**config.mk**
```make
export PLATFORM = sky130hd
export DESIGN_NAME = sorted_priority_queue
export DESIGN_NICKNAME = d
export VERILOG_FILES = /design/src/hw/rtl/spq_pkg.sv /design/src/hw/rtl/spq_ctrl.sv /design/src/hw/rtl/spq_dpath.sv /design/src/hw/rtl/sorted_priority_queue.sv
export SDC_FILE = /design/constraint.sdc
export NUM_CORES = 1
export LEC_CHECK = 0
export BUFFER_PORTS_ARGS = -buffer_cell sky130_fd_sc_hd__buf_2
export CAP_MARGIN = 20
export CORE_ASPECT_RATIO = 1.2
export CORE_MARGIN = 2
export CORE_UTILIZATION = 35
export DETAILED_ROUTE_END_ITERATION = 10
export GPL_TIMING_DRIVEN = 0
export MAX_ROUTING_LAYER = met4
export PLACE_DENSITY = 0.53
export SLEW_MARGIN = 20
export SYNTH_ARGS = -nofsm -noshare
export SYNTH_HDL_FRONTEND = slang
export SYNTH_HIERARCHICAL = 1
export SYNTH_SLANG_ARGS = --single-unit
```
**constraint.sdc**
```tcl
create_clock -name clock -period 5.3 [get_ports clock]
set_clock_uncertainty 0.05 [all_clocks]
set_input_delay 1.06 -clock clock [delete_from_list [all_inputs] [get_ports clock]]
set_output_delay 1.06 -clock clock [all_outputs]
set_load 0.005 [all_outputs]
```
**src/hw/rtl/spq_pkg.sv**
```systemverilog
// Shared types and constants for the sorted priority queue.
`timescale 1ns / 1ps

package spq_pkg;

   localparam int DEFAULT_DEPTH = 16;

   localparam int FUNC_W   = 2;
   localparam int VALUE_W  = 32;
   localparam int STATUS_W = 2;
   localparam int INDEX_W  = 4;
   localparam int COUNT_W  = 5;
   localparam int RSP_W    = 48;

   localparam logic [FUNC_W-1:0] OP_INSERT = 2'd0;
   localparam logic [FUNC_W-1:0] OP_REMOVE = 2'd1;
   localparam logic [FUNC_W-1:0] OP_FIND   = 2'd2;

   localparam logic [STATUS_W-1:0] ST_OK      = 2'd0;
   localparam logic [STATUS_W-1:0] ST_MISSING = 2'd1;
   localparam logic [STATUS_W-1:0] ST_FULL    = 2'd2;

   typedef struct packed {
      logic accept;
      logic rd;
      logic step;
      logic put;
      logic head;
      logic out_load;
   } cmd_type;

   typedef struct packed {
      logic start_head;
      logic start_put;
      logic go_head;
      logic go_put;
      logic out_free;
   } sts_type;

endpackage

```
**src/hw/rtl/spq_ctrl.sv**
```systemverilog
// Sequencer for the sorted priority queue: steps through scan, write and result.
`timescale 1ns / 1ps

module spq_ctrl
   import spq_pkg::*;
(
   input  logic    clock,
   input  logic    reset,
   input  logic    req_tvalid,
   output logic    req_tready,
   input  sts_type sts,
   output cmd_type cmd
);

   typedef enum logic [5:0] {
      S_IDLE = 6'b000001,
      S_RD   = 6'b000010,
      S_CMP  = 6'b000100,
      S_PUT  = 6'b001000,
      S_HEAD = 6'b010000,
      S_OUT  = 6'b100000
   } state_type;

   state_type state_ff, state_in;

   assign req_tready = (state_ff == S_IDLE);

   always_comb begin
      state_in = state_ff;
      cmd      = '0;
      case (state_ff)
         S_IDLE: begin
            if (req_tvalid) begin
               cmd.accept = 1'b1;
               if (sts.start_head) begin
                  state_in = S_HEAD;
               end else if (sts.start_put) begin
                  state_in = S_PUT;
               end else begin
                  state_in = S_RD;
               end
            end
         end
         S_RD: begin
            cmd.rd   = 1'b1;
            state_in = S_CMP;
         end
         S_CMP: begin
            cmd.step = 1'b1;
            if (sts.go_head) begin
               state_in = S_HEAD;
            end else if (sts.go_put) begin
               state_in = S_PUT;
            end else begin
               state_in = S_RD;
            end
         end
         S_PUT: begin
            cmd.put  = 1'b1;
            state_in = S_HEAD;
         end
         S_HEAD: begin
            cmd.head = 1'b1;
            state_in = S_OUT;
         end
         S_OUT: begin
            if (sts.out_free) begin
               cmd.out_load = 1'b1;
               state_in     = S_IDLE;
            end
         end
         default: begin
            state_in = S_IDLE;
         end
      endcase
   end

   always_ff @(posedge clock) begin
      if (reset) begin
         state_ff <= S_IDLE;
      end else begin
         state_ff <= state_in;
      end
   end

endmodule

```
**src/hw/rtl/spq_dpath.sv**
```systemverilog
// Datapath for the sorted priority queue: entry store, scan registers, result beat.
`timescale 1ns / 1ps

module spq_dpath
   import spq_pkg::*;
#(
   parameter int DEPTH = DEFAULT_DEPTH
)
(
   input  logic               clock,
   input  logic               reset,
   input  cmd_type            cmd,
   output sts_type            sts,
   input  logic [VALUE_W-1:0] req_tdata,
   input  logic [FUNC_W-1:0]  req_tuser,
   output logic               rsp_tvalid,
   input  logic               rsp_tready,
   output logic [RSP_W-1:0]   rsp_tdata,
   output logic [STATUS_W-1:0] rsp_tuser
);

   localparam int AW = $clog2(DEPTH);
   localparam int CW = $clog2(DEPTH + 1);

   logic [VALUE_W-1:0] entries_ff [DEPTH];
   logic [VALUE_W-1:0] rd_data_ff;

   logic [FUNC_W-1:0]        func_ff, func_in;
   logic signed [VALUE_W-1:0] value_ff, value_in;
   logic [CW-1:0]            occ_ff, occ_in;
   logic [CW-1:0]            i_ff, i_in;
   logic                     found_ff, found_in;
   logic [AW-1:0]            idx_ff, idx_in;
   logic [STATUS_W-1:0]      status_ff, status_in;

   logic                     rsp_valid_ff, rsp_valid_in;
   logic [STATUS_W-1:0]      rsp_status_ff, rsp_status_in;
   logic [INDEX_W-1:0]       rsp_index_ff, rsp_index_in;
   logic [VALUE_W-1:0]       rsp_head_ff, rsp_head_in;
   logic                     rsp_hvalid_ff, rsp_hvalid_in;
   logic [COUNT_W-1:0]       rsp_count_ff, rsp_count_in;

   logic          full, empty, ge, match, last, scan_rf;
   logic [CW-1:0] i_dec, i_inc;
   logic          rd_en, wr_en;
   logic [AW-1:0] rd_addr, wr_addr;
   logic [VALUE_W-1:0] wr_data;

   assign full    = (occ_ff == CW'(DEPTH));
   assign empty   = (occ_ff == '0);
   assign ge      = ($signed(rd_data_ff) >= value_ff);
   assign match   = (rd_data_ff == value_ff);
   assign i_dec   = i_ff - CW'(1);
   assign i_inc   = i_ff + CW'(1);
   assign last    = (i_inc == occ_ff);
   assign scan_rf = (req_tuser == OP_REMOVE) || (req_tuser == OP_FIND);

   always_comb begin
      sts.start_head = ((req_tuser == OP_INSERT) && full) || (scan_rf && empty) ||
                       !((req_tuser == OP_INSERT) || scan_rf);
      sts.start_put  = (req_tuser == OP_INSERT) && !full && empty;
      if (func_ff == OP_INSERT) begin
         sts.go_head = 1'b0;
         sts.go_put  = !ge || (i_ff == CW'(1));
      end else begin
         sts.go_head = (match && !found_ff && (func_ff == OP_FIND)) || last;
         sts.go_put  = 1'b0;
      end
      sts.out_free = !rsp_valid_ff || rsp_tready;
   end

   // store port selection
   always_comb begin
      rd_en   = cmd.rd || cmd.head;
      rd_addr = '0;
      if (cmd.rd) begin
         rd_addr = (func_ff == OP_INSERT) ? i_dec[AW-1:0] : i_ff[AW-1:0];
      end
      wr_en   = 1'b0;
      wr_addr = i_ff[AW-1:0];
      wr_data = rd_data_ff;
      if (cmd.put) begin
         wr_en   = 1'b1;
         wr_data = value_ff;
      end else if (cmd.step) begin
         if (func_ff == OP_INSERT) begin
            wr_en = ge;
         end else begin
            wr_en   = found_ff && (func_ff == OP_REMOVE);
            wr_addr = i_dec[AW-1:0];
         end
      end
   end

   always_comb begin
      func_in   = func_ff;
      value_in  = value_ff;
      occ_in    = occ_ff;
      i_in      = i_ff;
      found_in  = found_ff;
      idx_in    = idx_ff;
      status_in = status_ff;

      if (cmd.accept) begin
         func_in  = req_tuser;
         value_in = req_tdata;
         i_in     = (req_tuser == OP_INSERT) ? occ_ff : '0;
         found_in = 1'b0;
         idx_in   = '0;
         if ((req_tuser == OP_INSERT) && full) begin
            status_in = ST_FULL;
         end else if (scan_rf && empty) begin
            status_in = ST_MISSING;
         end else begin
            status_in = ST_OK;
         end
      end

      if (cmd.step) begin
         if (func_ff == OP_INSERT) begin
            if (ge) begin
               i_in = i_dec;
            end
         end else begin
            i_in = i_inc;
            if (match && !found_ff) begin
               found_in = 1'b1;
               idx_in   = i_ff[AW-1:0];
            end
            if (sts.go_head) begin
               if (!(found_ff || match)) begin
                  status_in = ST_MISSING;
               end else if (func_ff == OP_REMOVE) begin
                  occ_in = occ_ff - CW'(1);
               end
            end
         end
      end

      if (cmd.put) begin
         occ_in = occ_ff + CW'(1);
      end
   end

   always_comb begin
      rsp_valid_in  = rsp_valid_ff && !rsp_tready;
      rsp_status_in = rsp_status_ff;
      rsp_index_in  = rsp_index_ff;
      rsp_head_in   = rsp_head_ff;
      rsp_hvalid_in = rsp_hvalid_ff;
      rsp_count_in  = rsp_count_ff;
      if (cmd.out_load) begin
         rsp_valid_in  = 1'b1;
         rsp_status_in = status_ff;
         rsp_index_in  = INDEX_W'(idx_ff);
         rsp_head_in   = empty ? '0 : rd_data_ff;
         rsp_hvalid_in = !empty;
         rsp_count_in  = COUNT_W'(occ_ff);
      end
   end

   always_ff @(posedge clock) begin
      if (wr_en) begin
         entries_ff[wr_addr] <= wr_data;
      end
      if (rd_en) begin
         rd_data_ff <= entries_ff[rd_addr];
      end
   end

   always_ff @(posedge clock) begin
      if (reset) begin
         occ_ff       <= '0;
         rsp_valid_ff <= 1'b0;
      end else begin
         occ_ff       <= occ_in;
         rsp_valid_ff <= rsp_valid_in;
      end
   end

   always_ff @(posedge clock) begin
      func_ff       <= func_in;
      value_ff      <= value_in;
      i_ff          <= i_in;
      found_ff      <= found_in;
      idx_ff        <= idx_in;
      status_ff     <= status_in;
      rsp_status_ff <= rsp_status_in;
      rsp_index_ff  <= rsp_index_in;
      rsp_head_ff   <= rsp_head_in;
      rsp_hvalid_ff <= rsp_hvalid_in;
      rsp_count_ff  <= rsp_count_in;
   end

   assign rsp_tvalid = rsp_valid_ff;
   assign rsp_tuser  = rsp_status_ff;
   assign rsp_tdata  = {6'b0, rsp_count_ff, rsp_hvalid_ff, rsp_head_ff, rsp_index_ff};

endmodule

```
**src/hw/rtl/sorted_priority_queue.sv**
```systemverilog
// Top level of the sorted priority queue: sequencer plus datapath.
// Each request beat is accepted in S_IDLE; every entry compared then takes an S_RD and an S_CMP
// step on the single-port store, a stored insert adds S_PUT, and S_HEAD and S_OUT load the response
// beat (no entry is compared for refused inserts, empty lookups and unused codes). A new request is
// taken only in S_IDLE, after the last response is loaded, and is taken while that response waits.
// Reset (synchronous, active high) empties the queue and drops any pending response.
`timescale 1ns / 1ps

module sorted_priority_queue
   import spq_pkg::*;
#(
   parameter int DEPTH = DEFAULT_DEPTH
)
(
   input  logic                clock,
   input  logic                reset,
   input  logic                req_tvalid,
   output logic                req_tready,
   input  logic [VALUE_W-1:0]  req_tdata,   // value
   input  logic [FUNC_W-1:0]   req_tuser,   // func
   output logic                rsp_tvalid,
   input  logic                rsp_tready,
   output logic [RSP_W-1:0]    rsp_tdata,   // found_index, head_value, head_valid, entry_count
   output logic [STATUS_W-1:0] rsp_tuser    // status
);

   cmd_type cmd;
   sts_type sts;

   spq_ctrl u_ctrl (
      .clock      (clock),
      .reset      (reset),
      .req_tvalid (req_tvalid),
      .req_tready (req_tready),
      .sts        (sts),
      .cmd        (cmd)
   );

   spq_dpath #(
      .DEPTH (DEPTH)
   ) u_dpath (
      .clock      (clock),
      .reset      (reset),
      .cmd        (cmd),
      .sts        (sts),
      .req_tdata  (req_tdata),
      .req_tuser  (req_tuser),
      .rsp_tvalid (rsp_tvalid),
      .rsp_tready (rsp_tready),
      .rsp_tdata  (rsp_tdata),
      .rsp_tuser  (rsp_tuser)
   );

endmodule
```
==> impl_metrics.toml, run 1 <==
[run_status]
run_status = "completed"

[synth]
syn_area_um2 = 26850
synthArstFlopShare = 0
synth_seq_area_share = 0.7134
ys.flop_type = "edfxtp_1"
synthCells = 2040
yosys_warnings = 6
synthTopCellsByCount = "edfxtp_1, nand2_1, nand3_1, a311oi_1, and3_1"
synth-edff-count = 622
synthMostInstantiatedCell = "edfxtp_1"
postSynthAreaPerCell_um2 = 13.16
yosysTopAreaCell = "edfxtp_1"
synth_top_area_frac = 0.6956
ys_types = 66
synth_area_leaders = "edfxtp_1, nand2_1, a311oi_1"
synth-seq-cells = 646

[drt]
drt-wirelength-per-cell_um = 23.23
drcViolationCount = 0
routed_via_density = 5.296
routed_wl_um = 77270
drt_iter0_drc = 1640
antenna_left = 0
num_vias = 17616
dr.pass1.iters = 5

[cells_and_area]
stdcell_count = 3326
utilization = 0.4085
syn_to_final_growth_pct = 16.00
drive_above_1_share = 0.1651
nFillCells = 7046
final_nets = 2339

[critical_path]
cp.required_ns = 5.58
crit_path_start_kind = "register"
worstPathMaxFanout = 10
end_kind = "register"
arrival_ns = 5.06
crit_type = "reg -> reg"

[clock_tree]
clock_sinks = 646
clkTransAtPathRegs_ns = 0.06
cts-buffers-inserted = 61
cts-root-buf = "clkbuf_16"
cts_setup_buffers = 0
postCtsHoldBufs = 0
htree_num_levels = 2
cts_tree = "done"
post_cts_resize_count = 0
worstSkewPairLatency_ns = 0.63
clockBufferDepth = 3

[die]
die_w_um = 256.9
dieArea_um2 = 78960
start_util = 0.3522
std_cell_rows = 111
core_um2 = 76250
die_h_um = 307.4
ios = 90

[timing]
slew_headroom = 0.3792
rsz0062_at_grt = "no"
setup_violations = 0
hold_viol = 0
period_share = 0.9028
slew_viol_final = 0
worstMarginPinSlew_ns = 0.9227
fin_crit_ns = 4.785
max_freq_mhz = 209.0

[placed_design]
numPlacedInstances = 3214
place_hpwl_um = 54430
numPortBuffers = 83
gp_congestion = 0.8178

[global_route]
grt-ovfl-total = 0
grt_pass1_vias = 17306
antenna_found_initial = 1
grt.total_usage = 0.1990
grt_max_degree = 36
grt_pass1_wl_um = 113900

[pwr]
p_total_w = 0.01125
p_leak_nw = 11.03
vdd_drop_max_mv = 0.2566
powerDensity_nw_per_um2 = 361.1

[job]
maxCapViolations = 0

[worst_hold_path]
hold_path.class = "reg -> reg"
[per-stage QoR]
step	hold slack (ns)	instance area [um2]	worst slack [ns]	setup TNS [ns]
global placement	0.3619	28560	-3.210	-1513.70
floorplan	0.3529	26870	0.5358	0
finish	0.3814	31150	0.5152	0
detailed placement	0.3740	29210	0.5386	0
global route	0.4061	31150	0.4299	0
CTS	0.3883	31150	0.4988	0
[power by group]
part           switching [W]  internal (W)
Sequential         0.0000985       0.00583
Combinational       0.000702      0.000315
Clock                0.00189       0.00241
Total                0.00269       0.00856
[routing by layer]
layer,wire [um],part of all wire,GRT usage
met5,0,0,-
met4,2571,0.033,0.07017
met3,4472,0.058,0.02626
met2,38090,0.49,0.3294
met1,32130,0.42,0.2518
[final timing paths]
kind	depth (start not counted)	to	startpoint	slack, ns
worst min-delay path	0	u_dpath/rsp_index_ff[2]	u_dpath/idx_ff[2]	0.38
worst min register to register	0	u_dpath/rsp_index_ff[2]	u_dpath/idx_ff[2]	0.38
worst max-delay path	12	u_dpath/entries_ff[12][24]	u_dpath/rd_data_ff[12]	0.52
worst max register to register	12	u_dpath/entries_ff[12][24]	u_dpath/rd_data_ff[12]	0.52
[cells by family (layout without fill, tap and decap cells)]
group                      after synthesis  in the layout  synth area share
AOI/OAI and AO/OA                      243            243           0.06691
xor gates and xnor gates                18             18          0.005871
adders and majority gates               41             41           0.01938
buffers and inverters                  181            444           0.03350
DFF                                    646            646            0.7134
muxes                                   37             37           0.01528
other                                    1              7         0.0001396
and+or+nand+nor                        873            873            0.1455
[cells in the final DEF (no fill, tap or decap), types with 4 or more instances in the layout]
cell and count:
xnor2_1 9, clkinv_1 17, and2_1 5, nor3b_2 4, a31oi_1 38, nor3_1 10
mux2i_1 5, clkbuf_1 60, a21oi_1 50, nand4_1 10, nand3b_1 7, buf_6 21
nor4_1 6, a311oi_1 96, nand2_1 534, nand2b_1 7, and3_1 66, nor2_1 26
buf_4 78, clkbuf_16 62, buf_2 128, dfxtp_1 24, nand3_1 135, bufinv_16 6
nor3_2 13, inv_1 49, mux2_2 32, o21ai_0 19, edfxtp_1 622, o21a_1 4
conb_1 6, clkinv_2 15, xor2_1 9, ha_1 40, a21o_1 6, nor2b_1 33
[sequential cells by signal, summed over array words and instances, names as in the netlist, 4 cells and up]
| name | count |
|---|---|
| u_dpath/rd_data_ff | 32 |
| u_dpath/rsp_index_ff | 4 |
| u_dpath/i_ff | 5 |
| u_dpath/idx_ff | 4 |
| u_dpath/rsp_count_ff | 5 |
| u_dpath/occ_ff | 5 |
| u_ctrl/state_ff | 6 |
| u_dpath/entries_ff | 512 |
| u_dpath/rsp_head_ff | 32 |
| u_dpath/value_ff | 32 |
[worst max-delay path, cell delays in order, from the launching register on]
cell and delay [ns]:
edfxtp_1 0.49, ha_1 0.33, nand4_1 0.40, or3_1 0.53, a221oi_2 0.39, o41ai_2 0.17, nand2_2 0.21, a31oi_4 0.18
buf_2 0.26, nor3_2 0.68, buf_4 0.33, buf_4 0.22, buf_4 0.22
[final cells by class]
| class | instances | area, um2 | share of cell area |
|---|---|---|---|
| flip-flops and latches | 646 | 19160 | 0.6151 |
| multi-input cells | 1218 | 6904 | 0.2217 |
| clock buffers | 70 | 1582 | 0.05077 |
| well taps | 1017 | 1272 | 0.04085 |
| repair buffers | 152 | 977.2 | 0.03137 |
| plain buffers | 131 | 711.9 | 0.02286 |
| clock inverters | 41 | 352.8 | 0.01133 |
| inverters | 50 | 187.7 | 0.006025 |
| diodes | 1 | 2.502 | 0.00008034 |
(Power assumes the default switching activity.)
==> run 2, diff against run 1 <==
- PLACE_DENSITY: 0.53 -> not set
- PLACE_DENSITY_LB_ADDON: not set -> 0.05
==> impl_metrics.toml, run 2 (synthesized netlist as in run 1, its figures left out) <==
[die]
std_cell_rows = 111
core_um2 = 76250
start_util = 0.3522
die_h_um = 307.4
dieArea_um2 = 78960
die_w_um = 256.9
ios = 90

[placed_design]
dpl_cell_area_um2 = 29310
gp_congestion = 0.7990
numPortBuffers = 83
dp_slack_ns = 0.3967
place_hpwl_um = 58960
numPlacedInstances = 3224

[drt]
routed_via_density = 5.220
num_vias = 17498
antenna_left = 0
drt_iter0_drc = 1607
drcViolationCount = 0
drt-wirelength-per-cell_um = 25.03
routed_wl_um = 83900
dr.pass1.iters = 5

[cells_and_area]
n_antenna_cell = 0
syn_to_final_growth_pct = 17.45
top_register = "u_dpath/entries_ff"
nFillCells = 7143
final_cell_mix = "edfxtp_1, nand2_1, nand3_1"
final_nets = 2359
largest_register_ffs = 512
drive_above_1_share = 0.1743
layout_commonest_cell = "edfxtp_1"
final_area_um2 = 31540
stdcell_count = 3352

[timing]
max_freq_mhz = 208.1
period_share = 0.9066
setup_violations = 0
fin_hold_ws_ns = 0.3801
slew_viol_final = 0
worstMarginPinSlew_ns = 1.093
slew_headroom = 0.2716
fin_ws_ns = 0.4952
tns_ns = 0
rsz0062_at_grt = "no"
hold_viol = 0
fin_crit_ns = 4.805

[clock_tree]
clockBufferDepth = 3
clock_sinks = 646
clkTransAtPathRegs_ns = 0.06
htree_num_levels = 3
postCtsHoldBufs = 0
cts-root-buf = "clkbuf_16"
cts_setup_buffers = 0
cts-buffers-inserted = 71
cts_tree = "done"
worstSkewPairLatency_ns = 0.62
post_cts_resize_count = 0

[run_status]
run_status = "completed"

[critical_path]
crit_path_start_kind = "register"
worstPathMaxFanout = 10
crit_chain = "ha_1 -> nand4_1 -> or3_1 -> a221oi_2 -> o41ai_2 -> nand2_2 -> a31oi_4 -> buf_2 -> nor3_2 -> buf_4 -> buf_4 -> buf_4"
cp_slowest_cell = "nor3_2"
r2r_slack_ns = 0.50
r2r-start = "u_dpath/rd_data_ff[12]"
crit_path_frequent_cell = "buf_4"
crit_type = "reg -> reg"
reg2reg_depth = 12
cp.required_ns = 5.57
arrival_ns = 5.07
end_kind = "register"
reg2reg_to = "u_dpath/entries_ff[13][17]"
cp_slowest_stage_delay_ns = 0.74

[global_route]
grt_pass1_wl_um = 121500
grt.total_usage = 0.2191
antenna_found_initial = 1
grt_max_degree = 33
grt-ovfl-total = 0
grt_pass1_vias = 17037

[pwr]
powerDensity_nw_per_um2 = 373.8
vdd_drop_max_mv = 0.2396
p_leak_nw = 11.23

[worst_hold_path]
hold_path_startpoint = "u_dpath/status_ff[0]"
hold_path.class = "reg -> reg"
min_delay_path_depth = 0
holdPathEnd = "u_dpath/rsp_tuser[0]"

[job]
maxCapViolations = 0
run 2: cell types whose count changed in the layout (fill, tap and decap cells not counted), sizes merged:
cell / previous run / this run
inv: 51 / 54
clkbuf: 122 / 134
clkinv: 34 / 35
clkinvlp: 0 / 2
diode: 1 / 0
buf: 231 / 241
bufinv: 6 / 5
run 2: worst max-delay path by stage:
stage | start | to | slack, ns | depth (start not counted)
2_1_floorplan | u_dpath/rd_data_ff[14] | u_dpath/entries_ff[5][0] | 0.54 | 9
3_3_place_gp | u_dpath/value_ff[16] | u_dpath/entries_ff[1][19] | -4.26 | 8
3_5_place_dp | u_dpath/rd_data_ff[12] | u_dpath/entries_ff[13][17] | 0.40 | 12
4_1_cts | u_dpath/rd_data_ff[12] | u_dpath/entries_ff[13][19] | 0.36 | 12
5_1_grt | u_dpath/rd_data_ff[12] | u_dpath/entries_ff[13][19] | 0.29 | 12
6_report | u_dpath/rd_data_ff[12] | u_dpath/entries_ff[13][17] | 0.50 | 12
run 2: worst max-delay path, delay by kind of cell (launching register included):
kind	cells	cell delay (ns)
fa+ha+maj	1	0.33
simple gates	4	1.88
buf+inv	4	1.04
compound gates	3	0.67
flops	1	0.50
run 2: routing by layer:
metal	vias up	part of all wire	global-route usage
met4	0	0.023	0.06449
met5	-	0	-
met2	485	0.48	0.3541
li1	8016	-	-
met3	110	0.047	0.02708
met1	8887	0.45	0.2908
run 2: cell type report:
class | instances | area (um2) | area share
tap | 1017 | 1272 | 0.04034
sequential | 646 | 19160 | 0.6074
clock inverter | 46 | 349.1 | 0.01107
multi-input combinational | 1218 | 6917 | 0.2193
inverter | 50 | 187.7 | 0.005951
clock buffer | 82 | 1881 | 0.05962
timing repair buffer | 162 | 1064 | 0.03372
buffer | 131 | 711.9 | 0.02257
run 2: power breakdown:
part	switching [W]	leakage [nW]	total (W)	internal [W]
clock	0.00203	1.10	0.00482	0.00278
sequential	0.000107	5.81	0.00593	0.00583
combinational	0.000714	4.32	0.00104	0.000327
total	0.00285	11.2	0.0118	0.00894
run 2: through the flow:
step / utilization / power [W]
after CTS: 0.4137 / 0.01195
final: 0.4137 / 0.01179
after detailed placement: 0.3844 / 0.007093
after global routing: 0.4137 / 0.01225
after floorplan: - / 0.006626
after global placement: 0.3746 / 0.007063
==> run 3, diff against run 2 <==
- ABC_AREA: not set -> 1
==> impl_metrics.toml, run 3 <==
[pwr]
p_leak_nw = 12.79
p_total_w = 0.01143
vdd_drop_max_mv = 0.1693
p_seq_frac = 0.504
clockPowerShare = 0.439
power_switching_w = 0.002566
powerDensity_nw_per_um2 = 347.4
p_sw_frac = 0.2246
internal_power_w = 0.008859
power.share.combinational = 0.057

[placed_design]
gp_congestion = 0.8239
dp_slack_ns = 0.3981
numPortBuffers = 83
place_hpwl_um = 62700
numPlacedInstances = 3513

[critical_path]
cp.required_ns = 5.56
reg2reg_to = "u_dpath/entries_ff[12][10]"
r2r_slack_ns = 0.46
reg2reg_depth = 12
r2r-start = "u_dpath/rd_data_ff[15]"
arrival_ns = 5.10
crit_path_start_kind = "register"
end_kind = "register"
worstPathMaxFanout = 13
crit_type = "reg -> reg"

[clock_tree]
clkTransAtPathRegs_ns = 0.06
postCtsHoldBufs = 0
clockBufferDepth = 3
cts_tree = "done"
htree_num_levels = 3
cts-buffers-inserted = 73
cts_setup_buffers = 0
worstSkewPairLatency_ns = 0.62
clock_sinks = 646
post_cts_resize_count = 0
cts-root-buf = "clkbuf_16"

[synth]
postSynthAreaPerCell_um2 = 11.71
synth_area_leaders = "edfxtp_1, o21ai_0, inv_1"
ys_types = 43
synth-edff-count = 622
synthArstFlopShare = 0
synthTopCellsByCount = "edfxtp_1, inv_1, o21ai_0, nand2_1, a21oi_1"
synth-seq-cells = 646
yosys_warnings = 6
synth_top_area_frac = 0.6814
synthCells = 2340
ys.flop_type = "edfxtp_1"
synthMostInstantiatedCell = "edfxtp_1"
synth_seq_area_share = 0.6989
yosysTopAreaCell = "edfxtp_1"
syn_area_um2 = 27410

[die]
core_um2 = 77630
die_w_um = 259.5
std_cell_rows = 112
ios = 90
start_util = 0.3531
die_h_um = 310.6
dieArea_um2 = 80590

[global_route]
met1_usage = 0.2982
grt_pass1_wl_um = 127600
grt_max_degree = 33
grtUsageMet3 = 0.03682
antenna_found_initial = 2
busiest_layer = "met2"
grt-ovfl-total = 0
grt.total_usage = 0.2308
grt_pass1_vias = 17842
gr-usage-met2 = 0.3682

[timing]
fin_ws_ns = 0.4593
rsz0062_at_grt = "no"
fin_crit_ns = 4.841
max_freq_mhz = 206.6
hold_viol = 0
fin_hold_ws_ns = 0.3824
slew_viol_final = 0
period_share = 0.9133
setup_violations = 0
worstMarginPinSlew_ns = 1.243
slew_headroom = 0.1716

[cells_and_area]
layout_commonest_cell = "edfxtp_1"
syn_to_final_growth_pct = 19.99
stdcell_count = 3645
drive_above_1_share = 0.1310
top_register = "u_dpath/entries_ff"
final_nets = 2641
nFillCells = 7373
final_cell_mix = "edfxtp_1, inv_1, nand2_1"
largest_register_ffs = 512

[drt]
routed_wl_um = 90580
antenna_left = 0
drcViolationCount = 0
drt-wirelength-per-cell_um = 24.85
routed_via_density = 5.080
num_vias = 18515
dr.pass1.iters = 5
drt_iter0_drc = 1788

[worst_hold_path]
hold_path_startpoint = "u_dpath/idx_ff[3]"
hold_path.class = "reg -> reg"
min_delay_path_depth = 0
holdPathEnd = "u_dpath/rsp_index_ff[3]"

[job]
maxCapViolations = 0

[run_status]
run_status = "completed"
## run 3: metrics by stage
stage | utilization | setup TNS [ns] | instance area (um2)
floorplan | - | 0 | 27430
global placement | 0.3752 | -1080.38 | 29130
detailed placement | 0.3934 | 0 | 30540
CTS | 0.4235 | 0 | 32880
global route | 0.4237 | 0 | 32890
finish | 0.4237 | 0 | 32890
## run 3: kinds of logic (layout without fill, tap and decap cells)
kind of cell,after synthesis,count (layout),synth area share
xor gates and xnor gates,15,15,0.004793
other,1,7,0.0001368
buffers and inverters,513,786,0.07522
and+or+nand+nor,473,473,0.07075
adders and majority gates,41,41,0.01899
DFF,646,646,0.6989
AOI/OAI and AO/OA,651,651,0.1312
## run 3: critical path: stages (launching register included)
cell	delay, ns
edfxtp_1	0.42
ha_1	0.33
nand2_1	0.06
inv_1	0.06
nand3_1	0.33
nor3_1	0.77
nand2_1	0.23
nand4_1	0.21
nand3_1	0.52
buf_2	0.50
a21oi_4	0.57
buf_16	0.23
buf_16	0.18
## run 3: power by group through the flow
stage          clock network [W]  registers, W  logic, W
2_1_floorplan                  0       0.00586  0.000350
3_3_place_gp                   0       0.00588  0.000583
3_5_place_dp                   0       0.00587  0.000652
4_1_cts                  0.00514       0.00576  0.000655
5_1_grt                  0.00533       0.00576  0.000726
6_report                 0.00502       0.00576  0.000647
## run 3: routing by layer
metal  part of all wire  up-vias  wire length [um]
li1                   -     8600                 -
met1               0.42     9139             38180
met2               0.48      610             43300
met3              0.068      166              6115
met4              0.033        0              2981
met5                  0        -                 0
## run 3: cell type report
cell class              instances  area, um2  area share
diodes                          1      2.502  0.00007608
plain buffers                 126      608.1     0.01849
clock buffers                  97       2053     0.06242
clock inverters                34      290.3    0.008825
inverters                     387       1455     0.04424
multi-input cells            1186       6449      0.1961
flip-flops and latches        646      19160      0.5825
well taps                    1026       1284     0.03903
repair buffers                142       1592     0.04839
## run 3: worst max path at each step
stage                                start                          to  slack [ns]
floorplan            u_dpath/rd_data_ff[7]   u_dpath/entries_ff[10][0]        1.38
global placement    u_dpath/rd_data_ff[12]  u_dpath/entries_ff[12][11]       -2.39
detailed placement  u_dpath/rd_data_ff[15]  u_dpath/entries_ff[12][11]        0.40
CTS                 u_dpath/rd_data_ff[15]  u_dpath/entries_ff[12][10]        0.35
global route        u_dpath/rd_data_ff[15]  u_dpath/entries_ff[12][10]        0.20
finish              u_dpath/rd_data_ff[15]  u_dpath/entries_ff[12][10]        0.46
